File: config.mk
export PLATFORM = sky130hd
export DESIGN_NAME = pfa_ctrl
export DESIGN_NICKNAME = d
export VERILOG_FILES = /design/src/rtl/pfa_pkg.sv /design/src/rtl/pfa_ctrl.sv
export SDC_FILE = /design/constraint.sdc
export NUM_CORES = 1
export LEC_CHECK = 0
export ABC_AREA = 0
export ABC_CLOCK_PERIOD_IN_PS = 4100
export BUFFER_PORTS_ARGS = -buffer_cell sky130_fd_sc_hd__buf_2
export CAP_MARGIN = 10
export CORE_AREA = 5 5 69 71
export DETAILED_ROUTE_END_ITERATION = 10
export DIE_AREA = 0 0 74 76
export GPL_TIMING_DRIVEN = 0
export PLACE_DENSITY = 0.47
export SYNTH_ARGS = -nofsm -noshare
export SYNTH_HDL_FRONTEND = slang
export SYNTH_SLANG_ARGS = --single-unit
File: constraint.sdc
create_clock -name clk -period 4.1 [get_ports clk]
set_clock_uncertainty 0.15 [all_clocks]
set_input_delay 0.41 -clock clk [delete_from_list [all_inputs] [get_ports clk]]
set_output_delay 0.41 -clock clk [all_outputs]
set_load 0.05 [all_outputs]
File: src/rtl/pfa_pkg.sv
// Shared types and constants of the paged frame allocator.
package pfa_pkg;

	// Request kinds carried in tuser.
	typedef enum logic [1:0] {
		FN_CREATE    = 2'd0,
		FN_TRANSLATE = 2'd1,
		FN_RESIZE    = 2'd2,
		FN_RELEASE   = 2'd3
	} func_t;

	// Result status codes.
	typedef enum logic [1:0] {
		ST_OK          = 2'd0,
		ST_OUT_OF_MEM  = 2'd1,
		ST_UNKNOWN     = 2'd2,
		ST_BAD_PAGE    = 2'd3
	} status_t;

	// Configuration register indexes.
	localparam logic [1:0] REG_PAGE_SIZE  = 2'd0;
	localparam logic [1:0] REG_MEM_SIZE   = 2'd1;
	localparam logic [1:0] REG_FRAME_CNT  = 2'd2;

	// Field widths.
	localparam int PSW = 13;   // page size
	localparam int MSW = 21;   // byte sizes
	localparam int FCW = 8;    // frame count register
	localparam int PGW = 7;    // page index field
	localparam int FRW = 7;    // frame result field
	localparam int QW  = 22;   // rounded-up numerator and page quotient
	localparam int DCW = 5;    // divider step counter

	// Register reset values.
	localparam logic [PSW-1:0] PAGE_SIZE_RST = 13'd32;
	localparam logic [MSW-1:0] MEM_SIZE_RST  = 21'd4096;
	localparam logic [FCW-1:0] FRAME_CNT_RST = 8'd128;

	// Commands from the controller to the datapath.
	typedef struct packed {
		logic    load;          // latch the request and look up its slot
		logic    create_apply;  // register the pid if needed
		logic    res_set;       // set result with res_code, frame zero
		status_t res_code;
		logic    div_start;     // start the page count division
		logic    keep_quot;     // shrink target is the new page count
		logic    keep_zero;     // shrink target is zero (release)
		logic    shr_read;      // drop one page and read its frame
		logic    free_step;     // give back the frame just read
		logic    slot_clear;    // free the slot
		logic    grow_init;     // start the free frame scan
		logic    grow_step;     // one frame of the scan
		logic    xl_read;       // read the page table for a translate
		logic    xl_result;     // result ok with the frame read
		logic    out_load;      // move the result to the output register
		logic    rc_init;       // start the free frame recount
		logic    rc_step;       // one frame of the recount
	} cmd_t;

	// Status from the datapath to the controller.
	typedef struct packed {
		func_t func;
		logic  found;
		logic  page_ok;
		logic  div_done;
		logic  same;
		logic  shrink;
		logic  grow_fail;
		logic  more_free;
		logic  grow_more;
		logic  rc_more;
	} sts_t;

endpackage

File: src/rtl/pfa_ctrl.sv
// Controller state machine that sequences each request through the datapath.
module pfa_ctrl
	import pfa_pkg::*;
(
	input  logic clk,
	input  logic arst_n,
	input  logic s_tvalid,
	output logic s_tready,
	output logic m_tvalid,
	input  logic m_tready,
	input  logic cfg_recount,
	input  sts_t sts,
	output cmd_t cmd
);

	typedef enum logic [9:0] {
		S_IDLE     = 10'b0000000001,
		S_DISPATCH = 10'b0000000010,
		S_DIV      = 10'b0000000100,
		S_DECIDE   = 10'b0000001000,
		S_SHR_CHK  = 10'b0000010000,
		S_SHR_FREE = 10'b0000100000,
		S_GROW     = 10'b0001000000,
		S_XL_WAIT  = 10'b0010000000,
		S_DONE     = 10'b0100000000,
		S_RECOUNT  = 10'b1000000000
	} state_t;

	state_t state_q, state_d;
	logic   pend_q;
	logic   out_valid_q;

	assign s_tready = (state_q == S_IDLE) && !pend_q && !cfg_recount;
	assign m_tvalid = out_valid_q;

	// Next state and datapath commands.
	always_comb begin
		state_d      = state_q;
		cmd          = '0;
		cmd.res_code = ST_OK;
		unique case (state_q)
			S_IDLE: begin
				if (pend_q) begin
					cmd.rc_init = 1'b1;
					state_d     = S_RECOUNT;
				end else if (s_tvalid && s_tready) begin
					cmd.load = 1'b1;
					state_d  = S_DISPATCH;
				end
			end
			S_DISPATCH: begin
				if (sts.func == FN_CREATE) begin
					cmd.create_apply = 1'b1;
					state_d          = S_DONE;
				end else if (!sts.found) begin
					cmd.res_set  = 1'b1;
					cmd.res_code = ST_UNKNOWN;
					state_d      = S_DONE;
				end else if (sts.func == FN_TRANSLATE) begin
					if (sts.page_ok) begin
						cmd.xl_read = 1'b1;
						state_d     = S_XL_WAIT;
					end else begin
						cmd.res_set  = 1'b1;
						cmd.res_code = ST_BAD_PAGE;
						state_d      = S_DONE;
					end
				end else if (sts.func == FN_RESIZE) begin
					cmd.div_start = 1'b1;
					state_d       = S_DIV;
				end else begin
					cmd.keep_zero = 1'b1;
					state_d       = S_SHR_CHK;
				end
			end
			S_DIV: begin
				if (sts.div_done)
					state_d = S_DECIDE;
			end
			S_DECIDE: begin
				if (sts.same) begin
					state_d = S_IDLE;
				end else if (sts.shrink) begin
					cmd.keep_quot = 1'b1;
					state_d       = S_SHR_CHK;
				end else if (sts.grow_fail) begin
					cmd.res_set  = 1'b1;
					cmd.res_code = ST_OUT_OF_MEM;
					state_d      = S_DONE;
				end else begin
					cmd.grow_init = 1'b1;
					state_d       = S_GROW;
				end
			end
			S_SHR_CHK: begin
				if (sts.more_free) begin
					cmd.shr_read = 1'b1;
					state_d      = S_SHR_FREE;
				end else begin
					cmd.slot_clear = (sts.func == FN_RELEASE);
					cmd.res_set    = 1'b1;
					state_d        = S_DONE;
				end
			end
			S_SHR_FREE: begin
				cmd.free_step = 1'b1;
				state_d       = S_SHR_CHK;
			end
			S_GROW: begin
				if (sts.grow_more) begin
					cmd.grow_step = 1'b1;
				end else begin
					cmd.res_set = 1'b1;
					state_d     = S_DONE;
				end
			end
			S_XL_WAIT: begin
				cmd.xl_result = 1'b1;
				state_d       = S_DONE;
			end
			S_DONE: begin
				if (!out_valid_q || m_tready) begin
					cmd.out_load = 1'b1;
					state_d      = S_IDLE;
				end
			end
			S_RECOUNT: begin
				if (sts.rc_more)
					cmd.rc_step = 1'b1;
				else
					state_d = S_IDLE;
			end
			default: state_d = S_IDLE;
		endcase
	end

	// State, pending recount and output valid.
	always_ff @(posedge clk or negedge arst_n) begin
		if (!arst_n) begin
			state_q     <= S_IDLE;
			pend_q      <= 1'b0;
			out_valid_q <= 1'b0;
		end else begin
			state_q <= state_d;
			if (cfg_recount)
				pend_q <= 1'b1;
			else if (cmd.rc_init)
				pend_q <= 1'b0;
			if (cmd.out_load)
				out_valid_q <= 1'b1;
			else if (m_tready)
				out_valid_q <= 1'b0;
		end
	end

`ifndef SYNTHESIS
	// A division that finishes is always followed by the resize decision.
	a_div_decide: assert property (@(posedge clk) disable iff (!arst_n)
		(state_q == S_DIV && sts.div_done) |=> (state_q == S_DECIDE))
		else $error("division done without resize decision");

	// A waiting result is never overwritten.
	a_out_hold: assert property (@(posedge clk) disable iff (!arst_n)
		cmd.out_load |-> (!out_valid_q || m_tready))
		else $error("result loaded over a waiting result");

	// A stalled result stays offered.
	a_valid_hold: assert property (@(posedge clk) disable iff (!arst_n)
		(m_tvalid && !m_tready) |=> m_tvalid)
		else $error("result dropped before it was taken");

	// No request is taken during a recount.
	a_rc_block: assert property (@(posedge clk) disable iff (!arst_n)
		(state_q == S_RECOUNT) |-> !s_tready)
		else $error("request accepted during recount");
`endif

endmodule

Yosys cells after proc, flatten, opt, wreduce, memory -nomap -nowiden

Index checks and enable logic that the tools add are counted.

Equal/unequal tests: 18
Reduce and logical (&&, ||, !) cells: 11
Multiplexer cells: 71

Operator list:

| operator             | number |
|---|---|
| $mux 10              | 11 |
| $pmux 10 s10         | 1 |
| $mux 1               | 46 |
| $mux 9               | 3 |
| $mux 3               | 6 |
| $eq 10x1->1 const B  | 1 |
| $eq 10x10->1 const B | 1 |
| $eq 10x2->1 const B  | 1 |
| $eq 10x3->1 const B  | 1 |
| $eq 10x4->1 const B  | 1 |
| $eq 10x5->1 const B  | 1 |
| $eq 10x6->1 const B  | 1 |
| $eq 10x7->1 const B  | 1 |
| $eq 10x8->1 const B  | 1 |
| $eq 10x9->1 const B  | 1 |
| $ne 2x2->1 const B   | 4 |
| $mux 5               | 1 |
| $reduce_and 5->1     | 1 |
| $eq 2x2->1 const B   | 2 |
| $mux 4               | 1 |
| $pmux 1 s4           | 1 |
| $pmux 2 s2           | 1 |
| $reduce_bool 2->1    | 2 |
| $logic_and 1x1->1    | 3 |
| 5 further kinds      | 7 |

Output and inout bits: 20
Logic and storage cells: 103
Input port bits: 16
Register bits: 12

Depth between registers and ports, before layout

Gate-level depths: netlist of run 1.

Depth after elaboration: 7
Gate-level depth with buffers: 7
Mapped depth without buffers: 7

Least setup slack after synthesis of run 1

Ideal clock, no wire load.

Kind: reg2out
Start point: register state_q[5]
End point: output port cmd[15] (netlist bit)
Arrival time: 2964 ps
Cell stages (with the launch flop): 5
Slack: 576 ps
Data required time: 3540 ps
Cells stage by stage: dfrtp_1 -> nor4_4 -> nand3_1 -> a211oi_1 -> or4_1

RTL lines:

| what                   | RTL line        | source |
|---|---|---|
| from (decl)            | pfa_ctrl.sv:29  | `state_t state_q, state_d;` |
| from (signal assigned) | pfa_ctrl.sv:144 | `state_q <= state_d;` |
| to (decl)              | pfa_ctrl.sv:13  | `output cmd_t cmd` |

==> run_results.csv, run 1 <==
group,metric,value,unit
detailed_routing,vias_per_cell,4.94,
detailed_routing,ant_nets,0,
clock_tree,cts_buffers,3,
pwr,power_frac_comb,44.6,%
clock_tree,root_buffer,"clkbuf_8",
setup_path,end_kind,"primary output",
cells_and_area,diodes,0,
logic_synthesis,synth_area,973,um2
timing,maxSlewViolCount,0,
detailed_routing,drtIter0Drc,31,
clock_tree,cts_tree,"done",
pwr,pwr-share-clk,22.6,%
logic_synthesis,synth_ff_type,"dfrtp_1",
logic_synthesis,ys_ff_latch,12,
setup_path,path_max_fanout,10,
timing,fin_crit,3.04,ns
timing,fmax,0.329,GHz
detailed_routing,vias,953,
detailed_routing,wire_per_inst,14.0,um
clock_tree,clock_latency,0.24,ns
floorplanning,boundaryPins,36,
detailed_routing,drc,0,
pwr,p_leak,0.660,nW
logic_synthesis,synthArstFlopShare,100,%
logic_synthesis,syn_nets,121,
placed_design,port-buffer-count,35,
logic_synthesis,synth-edff-count,0,
cells_and_area,fin_area,1270,um2
grt,gr-total-overflow,0,
detailed_routing,firstDrtPassIters,4,
floorplanning,start_util,23.3,%
grt,grt_usage,9.70,%
clock_tree,cts.sinks,12,
timing,rsz0062_at_grt,"false",
placed_design,hpwl,2200,um
status,status,"completed",
setup_path,reg2reg_depth,6,
cells_and_area,nFillCells,440,
setup_path,crit_path_start,"state_q[2]",
logic_synthesis,syn_area_per_cell,9.64,um2
logic_synthesis,seq_area_frac_synth,31.0,%
clock_tree,cts_max_level,1,
timing,setup_viol,0,
pwr,p_switching,0.213,mW
placed_design,gp_congestion,0.732,
clock_tree,max-clock-path-buffers,2,
grt,grt_max_degree,13,
floorplanning,die-height,76,um
pwr,switching_share,42.8,%
floorplanning,die_x,74,um
floorplanning,die-area,5620,um2
pwr,peakVddDrop,0.114,mV
clock_tree,cts.repair.resized,0,
grt,antenna_found_initial,0,
setup_path,reg2reg_slack,1.59,ns
clock_tree,postCtsSetupBuffers,0,
timing,hold_violations,0,
logic_synthesis,yosysUniqueCellTypes,45,
min_path,hold_path_depth,2,
timing,whs,0.256,ns
cells_and_area,area_growth,30.3,%
setup_path,worstPathRequired,3.54,ns
setup_path,start_kind,"flop",
floorplanning,core_area,4170,um2
timing,finalCritPeriodShare,74.1,%
timing,setup_tns,0,ns
detailed_routing,wl,2710,um
logic_synthesis,synth_cells,101,
placed_design,dpl_cell_area,1210,um2
cells_and_area,nNetsFinal,162,
grt,grt_pass1_vias,936,
setup_path,crit_type,"flop to primary output",
clock_tree,cts.clk_slew.worst_paths,0.06,ns
floorplanning,row_count,24,
min_path,min_path_type,"primary input to flop",
pwr,seqPwrFrac,32.7,%
setup_path,r2r-start,"state_q[2]",
grt,grt_pass1_wl,4350,um
flow_run,drv_cap,0,
min_path,min_from,"m_tready",
timing,maxSlewHeadroom,47.2,%
setup_path,critPathArrivalTime,2.48,ns
logic_synthesis,ys_warn_count,0,
pwr,p_int,0.285,mW
pwr,powerDensity,392,nW/um2
cells_and_area,drive_above_1_share,37.6,%
timing,tightest_slew,0.785,ns
[synth_stat cells, types with 3 or more instances]
cell       n  area (um2)
and3_1     4        25.0
nor2_1     5        18.8
nand2_1    4        15.0
dfrtp_1   11         275
ha_1       4        50.1
nor3b_1    4        30.0
nor4b_1    5        43.8
inv_1      9        33.8
a211oi_1   3        22.5
nor4_1     3        18.8
o21ai_0    3        15.0
[cell usage in the layout, fill, tap and decap left out, types with 3 or more instances in the layout]
cell and n:
inv_1 9, nor3b_1 4, dfrtp_1 11, clkbuf_8 3, o21ai_0 3, buf_2 35, nor4_1 3, nor4b_1 5
nand2_1 4, and3_1 4, nor2_1 5, a211oi_1 3, ha_1 4
[routing by layer]
| metal | up-vias | part of all wire (%) | track usage [%] | wire [um] |
|---|---|---|---|---|
| met5 | - | 0 | 0 | 0 |
| met4 | 0 | 2.0 | 4.35 | 53 |
| met3 | 4 | 5.6 | 1.19 | 151 |
| met2 | 38 | 46 | 14.7 | 1240 |
| met1 | 450 | 47 | 13.5 | 1270 |
| li1 | 461 | - | - | - |
[flip-flops by register name, indices dropped and copies added, names as in the netlist]
| signal | cells |
|---|---|
| state_q | 10 |
| m_tvalid | 1 |
| pend_q | 1 |
[power groups by stage]
stage	Combinational, mW	Sequential (mW)	Clock [mW]
after floorplan	0.172	0.158	0
after global placement	0.219	0.163	0
after detailed placement	0.223	0.164	0
after CTS	0.224	0.162	0.117
after global routing	0.241	0.164	0.120
final	0.222	0.163	0.113
[final cells by class]
type                    instances  area, um2  share of cell area, %
flip-flops and latches         12        302                   23.8
clock buffers                   4       45.0                   3.55
well taps                      52       65.1                   5.13
multi-input cells              78        626                   49.3
repair buffers                 36        185                   14.6
plain buffers                   2       12.5                  0.986
inverters                       9       33.8                   2.66
[final timing paths]
kind | to
max in group asynchronous | state_q[0]
max reg2reg | state_q[8]
min | m_tvalid
max | cmd[15]
min reg2reg | state_q[1]
min in group asynchronous | m_tvalid
[per-stage QoR]
stage / total power, mW / utilization [%] / setup WS (ns) / cells
2_1_floorplan: 0.330 / - / 0.576 / 101
3_3_place_gp: 0.383 / 29.1 / 1.36 / 188
3_5_place_dp: 0.387 / 29.1 / 1.34 / 188
4_1_cts: 0.503 / 30.4 / 1.07 / 193
5_1_grt: 0.525 / 30.4 / 0.851 / 193
6_report: 0.497 / 30.4 / 1.06 / 193
[repair_timing]
action,4_1_cts,5_1_grt
endpoints found under the hold margin,11,0
endpoints found under the setup margin,0,0
hold buffers,1,0
[logic make-up (layout without fill, tap and decap cells)]
| kind of cell | Yosys count | in the layout | synth area share, % |
|---|---|---|---|
| compound gates | 13 | 13 | 9.64 |
| xor+xnor | 2 | 2 | 1.80 |
| fa+ha+maj | 4 | 4 | 5.14 |
| buf+inv | 11 | 51 | 4.76 |
| flops | 12 | 12 | 31.0 |
| mux | 2 | 2 | 2.31 |
| simple gates | 57 | 57 | 45.4 |
[critical path, stage by stage (launching register included)]
cell and delay [ns]:
dfrtp_1 0.35, clkbuf_2 0.16, nor4_2 0.68, nand2_1 0.15, nor3b_1 0.44, or4_1 0.20, buf_2 0.26
Power figures use the tool's default switching activity.
==> inputs of run 2 (changes only) <==
==> config.mk (replaced) <==
export PLATFORM = sky130hd
export DESIGN_NAME = pfa_ctrl
export DESIGN_NICKNAME = d
export VERILOG_FILES = /design/src/rtl/pfa_pkg.sv /design/src/rtl/pfa_ctrl.sv
export SDC_FILE = /design/constraint.sdc
export NUM_CORES = 1
export LEC_CHECK = 0
export ABC_AREA = 1
export ABC_CLOCK_PERIOD_IN_PS = 2800
export BUFFER_PORTS_ARGS = -buffer_cell sky130_fd_sc_hd__buf_2
export CAP_MARGIN = 10
export CORE_AREA = 5 5 74 76
export DETAILED_ROUTE_END_ITERATION = 10
export DIE_AREA = 0 0 79 81
export GPL_TIMING_DRIVEN = 0
export PLACE_DENSITY = 0.46
export SYNTH_ARGS = -nofsm -noshare
export SYNTH_HDL_FRONTEND = slang
export SYNTH_SLANG_ARGS = --single-unit
==> constraint.sdc (replaced) <==
create_clock -name clk -period 2.8 [get_ports clk]
set_clock_uncertainty 0.15 [all_clocks]
set_input_delay 0.28 -clock clk [delete_from_list [all_inputs] [get_ports clk]]
set_output_delay 0.28 -clock clk [all_outputs]
set_load 0.05 [all_outputs]
==> run_results.csv, run 2 <==
group,metric,value,unit
flow_run,drv_cap,0,
floorplanning,die-height,81,um
clock_tree,postCtsSetupBuffers,0,
logic_synthesis,synth_commonest_cells,"33 x nand2_1, 31 x nor2_1, 28 x inv_1",
logic_synthesis,ys_ff_latch,12,
cells_and_area,drive_above_1_share,35.2,%
floorplanning,boundaryPins,36,
logic_synthesis,seq_area_frac_synth,26.1,%
setup_path,path_max_fanout,9,
pwr,powerDensity,684,nW/um2
clock_tree,cts_max_level,1,
placed_design,dpl_cell_area,1400,um2
placed_design,hpwl,2540,um
cells_and_area,fin_area,1460,um2
logic_synthesis,synthTopCellsByArea,"dfrtp_1 24%, nand2_1 11%, nor2_1 10%",
logic_synthesis,synth-edff-count,0,
logic_synthesis,synth_top_area_cell,"dfrtp_1",
timing,maxSlewViolCount,0,
logic_synthesis,ys_warn_count,0,
grt,grt_max_degree,13,
clock_tree,cts.clk_slew.worst_paths,0.06,ns
setup_path,critPathArrivalTime,1.82,ns
detailed_routing,ant_nets,0,
detailed_routing,drtIter0Drc,44,
setup_path,crit_type,"flop to primary output",
pwr,peakVddDrop,0.171,mV
cells_and_area,nNetsFinal,234,
floorplanning,die_x,79,um
clock_tree,clock_latency,0.24,ns
pwr,totalPowerFinal,1.00,mW
grt,gr-total-overflow,0,
logic_synthesis,yosysMostFrequentCell,"nand2_1",
logic_synthesis,syn_area_per_cell,6.67,um2
status,status,"completed",
timing,hold_violations,0,
grt,grt_pass1_vias,1180,
grt,grt_pass1_wl,5250,um
timing,rsz0062_at_grt,"false",
clock_tree,ctsHoldBuffers,1,
cells_and_area,largest_reg_flops,10,
pwr,p_leak,0.892,nW
cells_and_area,nFillCells,507,
logic_synthesis,synth_ff_type,"dfrtp_1",
setup_path,end_kind,"primary output",
cells_and_area,area_growth,26.7,%
detailed_routing,firstDrtPassIters,4,
logic_synthesis,synth_area,1150,um2
cells_and_area,diodes,0,
logic_synthesis,yosysUniqueCellTypes,28,
timing,finalCritPeriodShare,80.5,%
grt,grt_usage,10.2,%
timing,fin_crit,2.25,ns
floorplanning,start_util,24.8,%
logic_synthesis,syn_nets,193,
floorplanning,core_area,4660,um2
cells_and_area,regMostFlops,"state_q",
clock_tree,root_buffer,"clkbuf_8",
detailed_routing,wire_per_inst,11.0,um
detailed_routing,drc,0,
clock_tree,cts_buffers,3,
detailed_routing,wl,2930,um
timing,maxSlewHeadroom,79.4,%
min_path,min_path_type,"primary input to flop",
placed_design,gp_congestion,0.769,
detailed_routing,vias_per_cell,4.22,
detailed_routing,vias,1126,
placed_design,port-buffer-count,35,
logic_synthesis,synth_cells,173,
floorplanning,die-area,6400,um2
clock_tree,max-clock-path-buffers,2,
setup_path,worstPathRequired,2.37,ns
grt,antenna_found_initial,0,
logic_synthesis,synth.top_cell.area_share,23.9,%
clock_tree,cts_tree,"done",
timing,tightest_slew,0.308,ns
timing,fmax,0.444,GHz
timing,setup_tns,0,ns
clock_tree,cts.sinks,12,
cells_and_area,final_cell_mix,"35 x buf_2, 33 x nand2_1, 31 x nor2_1",
floorplanning,row_count,25,
timing,setup_viol,0,
clock_tree,cts.repair.resized,0,
setup_path,start_kind,"flop",
cells_and_area,final_common_cell,"buf_2",
logic_synthesis,synthArstFlopShare,100,%
-- run 2: path summary, 6_finish.rpt --
path	startpoint	to	slack [ns]	cells after the start
setup reg to reg	state_q[0]	state_q[8]	1.16	9
setup / recovery	state_q[4]	cmd[15]	0.55	8
hold / removal	m_tready	m_tvalid	0.11	2
min in group asynchronous	arst_n	state_q[5]	0.31	2
max in group asynchronous	arst_n	state_q[0]	1.90	2
hold reg to reg	state_q[0]	state_q[0]	0.38	2
-- run 2: through the flow --
stage	cells	utilization (%)	hold slack (ns)	setup WS [ns]
3_3_place_gp	262	30.0	0.0446	0.766
3_5_place_dp	262	30.0	0.0444	0.785
6_report	267	31.4	0.108	0.547
5_1_grt	267	31.4	0.134	0.431
4_1_cts	267	31.4	0.115	0.516
2_1_floorplan	173	-	-0.166	0.328
-- run 2: worst max-delay path, stage by stage, from the launching register on --
cell	delay (ns)
dfrtp_1	0.41
nor2_2	0.16
nand2_4	0.13
inv_4	0.11
nand3_4	0.13
a21oi_1	0.15
nand2_1	0.10
o2111ai_1	0.09
buf_2	0.30
-- run 2: layout make-up --
class,count,area [um2],area share (%)
Clock buffer,4,55.1,3.77
Inverter,36,138,9.42
Multi-Input combinational cell,125,714,48.9
Sequential cell,12,302,20.6
Tap cell,54,67.6,4.62
Timing Repair Buffer,36,185,12.7
-- run 2: report_power, final --
group	internal [mW]	switching (mW)	total, mW
clock network	0.124	0.0674	0.192
registers	0.214	0.0277	0.242
logic	0.163	0.404	0.566
total	0.501	0.499	1.00
-- run 2: kinds of logic (layout without fill, tap and decap cells) --
kind of cell / count (synthesis) / count (layout) / synth area share (%)
AOI/OAI and AO/OA: 10 / 10 / 5.75
DFF: 12 / 12 / 26.1
and+or+nand+nor: 111 / 111 / 51.8
adders and majority gates: 4 / 4 / 4.34
buffers and inverters: 36 / 76 / 11.9
-- run 2: per-layer routing --
metal	vias to the layer above	part of all wire, %	global-route usage, %
met5	-	0	0
met4	0	1.5	3.61
met3	4	4.1	1.66
met2	24	45	17.5
met1	479	49	13.0
li1	619	-	-
==> inputs of run 3 (changes only) <==
--- a/config.mk
+++ b/config.mk
@@ -6,14 +6,14 @@
 export NUM_CORES = 1
 export LEC_CHECK = 0
 export ABC_AREA = 1
-export ABC_CLOCK_PERIOD_IN_PS = 2800
+export ABC_CLOCK_PERIOD_IN_PS = 2000
 export BUFFER_PORTS_ARGS = -buffer_cell sky130_fd_sc_hd__buf_2
 export CAP_MARGIN = 10
 export CORE_AREA = 5 5 74 76
 export DETAILED_ROUTE_END_ITERATION = 10
 export DIE_AREA = 0 0 79 81
 export GPL_TIMING_DRIVEN = 0
-export PLACE_DENSITY = 0.46
+export PLACE_DENSITY = 0.48
 export SYNTH_ARGS = -nofsm -noshare
 export SYNTH_HDL_FRONTEND = slang
 export SYNTH_SLANG_ARGS = --single-unit
==> constraint.sdc (replaced) <==
create_clock -name clk -period 2 [get_ports clk]
set_clock_uncertainty 0.15 [all_clocks]
set_input_delay 0.2 -clock clk [delete_from_list [all_inputs] [get_ports clk]]
set_output_delay 0.2 -clock clk [all_outputs]
set_load 0.05 [all_outputs]
==> run_results.csv, run 3 (synthesized netlist as in run 2, its figures left out) <==
group,metric,value,unit
status,status,"finished, violations left",
timing,fin_crit,2.02,ns
pwr,peakVddDrop,0.267,mV
setup_path,path_max_fanout,8,
clock_tree,cts_buffers,3,
min_path,min_from,"m_tready",
placed_design,dpl_cell_area,1420,um2
grt,grt_pass1_vias,1174,
setup_path,end_kind,"primary output",
cells_and_area,regMostFlops,"state_q",
cells_and_area,diodes,0,
timing,tightest_slew,0.302,ns
cells_and_area,drive_above_1_share,43.0,%
detailed_routing,ant_nets,0,
cells_and_area,final_cell_mix,"31 x nand2_1, 28 x nor2_1, 27 x inv_1",
grt,grt_usage,10.4,%
detailed_routing,vias,1217,
pwr,p_leak,0.980,nW
cells_and_area,largest_reg_flops,10,
timing,hold_violations,0,
grt,grt-busiest-layer,"met2",
setup_path,rr_endpoint,"state_q[3]",
timing,finalCritPeriodShare,101,%
floorplanning,boundaryPins,36,
status,violations,"setup timing",
detailed_routing,drc,0,
setup_path,crit_type,"flop to primary output",
floorplanning,row_count,25,
timing,maxSlewHeadroom,79.9,%
grt,met3_usage,1.33,%
timing,rsz0062_at_grt,"true",
floorplanning,die_x,79,um
min_path,min_delay_worst_endpoint,"m_tvalid",
clock_tree,cts.clk_slew.worst_paths,0.06,ns
placed_design,hpwl,2570,um
clock_tree,max-clock-path-buffers,2,
cells_and_area,area_growth,50.1,%
grt,grt_use_met1,14.0,%
setup_path,critPathArrivalTime,1.67,ns
pwr,totalPowerFinal,1.64,mW
grt,antenna_found_initial,0,
setup_path,start_kind,"flop",
timing,maxSlewViolCount,0,
detailed_routing,wire_per_inst,11.4,um
clock_tree,cts_tree,"done",
setup_path,r2r-start,"state_q[0]",
clock_tree,cts_max_level,1,
grt,grt_max_degree,13,
timing,setup_ws,-0.0207,ns
floorplanning,core_area,4660,um2
timing,setup_tns,-0.0216,ns
detailed_routing,wl,3150,um
cells_and_area,final_common_cell,"nand2_1",
setup_path,reg2reg_depth,9,
timing,fmax,0.495,GHz
floorplanning,start_util,24.8,%
grt,use_met2,16.5,%
grt,gr-total-overflow,0,
placed_design,port-buffer-count,35,
cells_and_area,fin_area,1730,um2
setup_path,worstPathRequired,1.65,ns
clock_tree,root_buffer,"clkbuf_8",
placed_design,gp_congestion,0.794,
pwr,powerDensity,947,nW/um2
timing,whs,0.0395,ns
setup_path,reg2reg_slack,0.29,ns
clock_tree,clock_latency,0.24,ns
clock_tree,cts.sinks,12,
detailed_routing,firstDrtPassIters,4,
detailed_routing,drtIter0Drc,40,
min_path,hold_path_depth,2,
timing,setup_viol,2,
min_path,min_path_type,"primary input to flop",
flow_run,drv_cap,0,
grt,grt_pass1_wl,5310,um
detailed_routing,vias_per_cell,4.39,
floorplanning,die-area,6400,um2
cells_and_area,nNetsFinal,244,
floorplanning,die-height,81,um
==> run 3: changes by cell type in the layout (fill, tap and decap cells not counted), sizes merged <==
| cell | previous run | this run |
|---|---|---|
| buf | 35 | 44 |
| clkbuf | 4 | 5 |
| inv | 36 | 35 |
| clkinvlp | 0 | 1 |
==> run 3: power breakdown <==
| group | switching [mW] | internal (mW) | total [mW] |
|---|---|---|---|
| clock network | 0.0948 | 0.174 | 0.269 |
| logic | 0.629 | 0.397 | 1.03 |
| registers | 0.0443 | 0.300 | 0.344 |
==> run 3: timing repair <==
item                                    in CTS  in global routing
buffers inserted                             5                  5
hold endpoints to repair                    12                  0
pin swaps                                    4                 10
gates resized for setup                     14                 35
hold buffers                                 1                  0
endpoints found under the setup margin       9                 16
==> run 3: area by class of cell <==
type	instances	area, um2
repair buffers	46	367
inverters	36	141
well taps	54	67.6
flip-flops and latches	12	302
clock buffers	4	55.1
multi-input cells	125	800
fillers	501	2930
==> run 3: worst max path at each step <==
stage,startpoint,to,slack [ns],cells past startpoint
after CTS,state_q[7],cmd[15],-0.04,8
after global placement,state_q[4],cmd[15],0.07,8
final,state_q[8],cmd[15],-0.02,8
after detailed placement,state_q[4],cmd[15],0.07,8
after floorplan,state_q[4],cmd[12],-0.26,5
after global routing,state_q[8],cmd[15],-0.15,8
==> run 3: worst max-delay path, stage by stage (launching register included) <==
cell	delay (ns)
dfrtp_1	0.38
inv_2	0.10
nand2_4	0.10
nor2_4	0.18
nand3_4	0.16
a21oi_2	0.15
nand2_2	0.09
o2111ai_2	0.09
buf_6	0.19
==> run 3: stage by stage <==
step	utilization (%)	instances	worst slack, ns
2_1_floorplan	-	173	-0.262
3_3_place_gp	30.5	262	0.0664
3_5_place_dp	30.5	262	0.0682
4_1_cts	33.6	272	-0.0363
5_1_grt	37.2	277	-0.148
6_report	37.2	277	-0.0207
==> run 3: routing by layer <==
metal,vias up,wire (um)
met2,31,1470
li1,638,-
met3,6,122
met5,-,0
met1,542,1490
met4,0,74
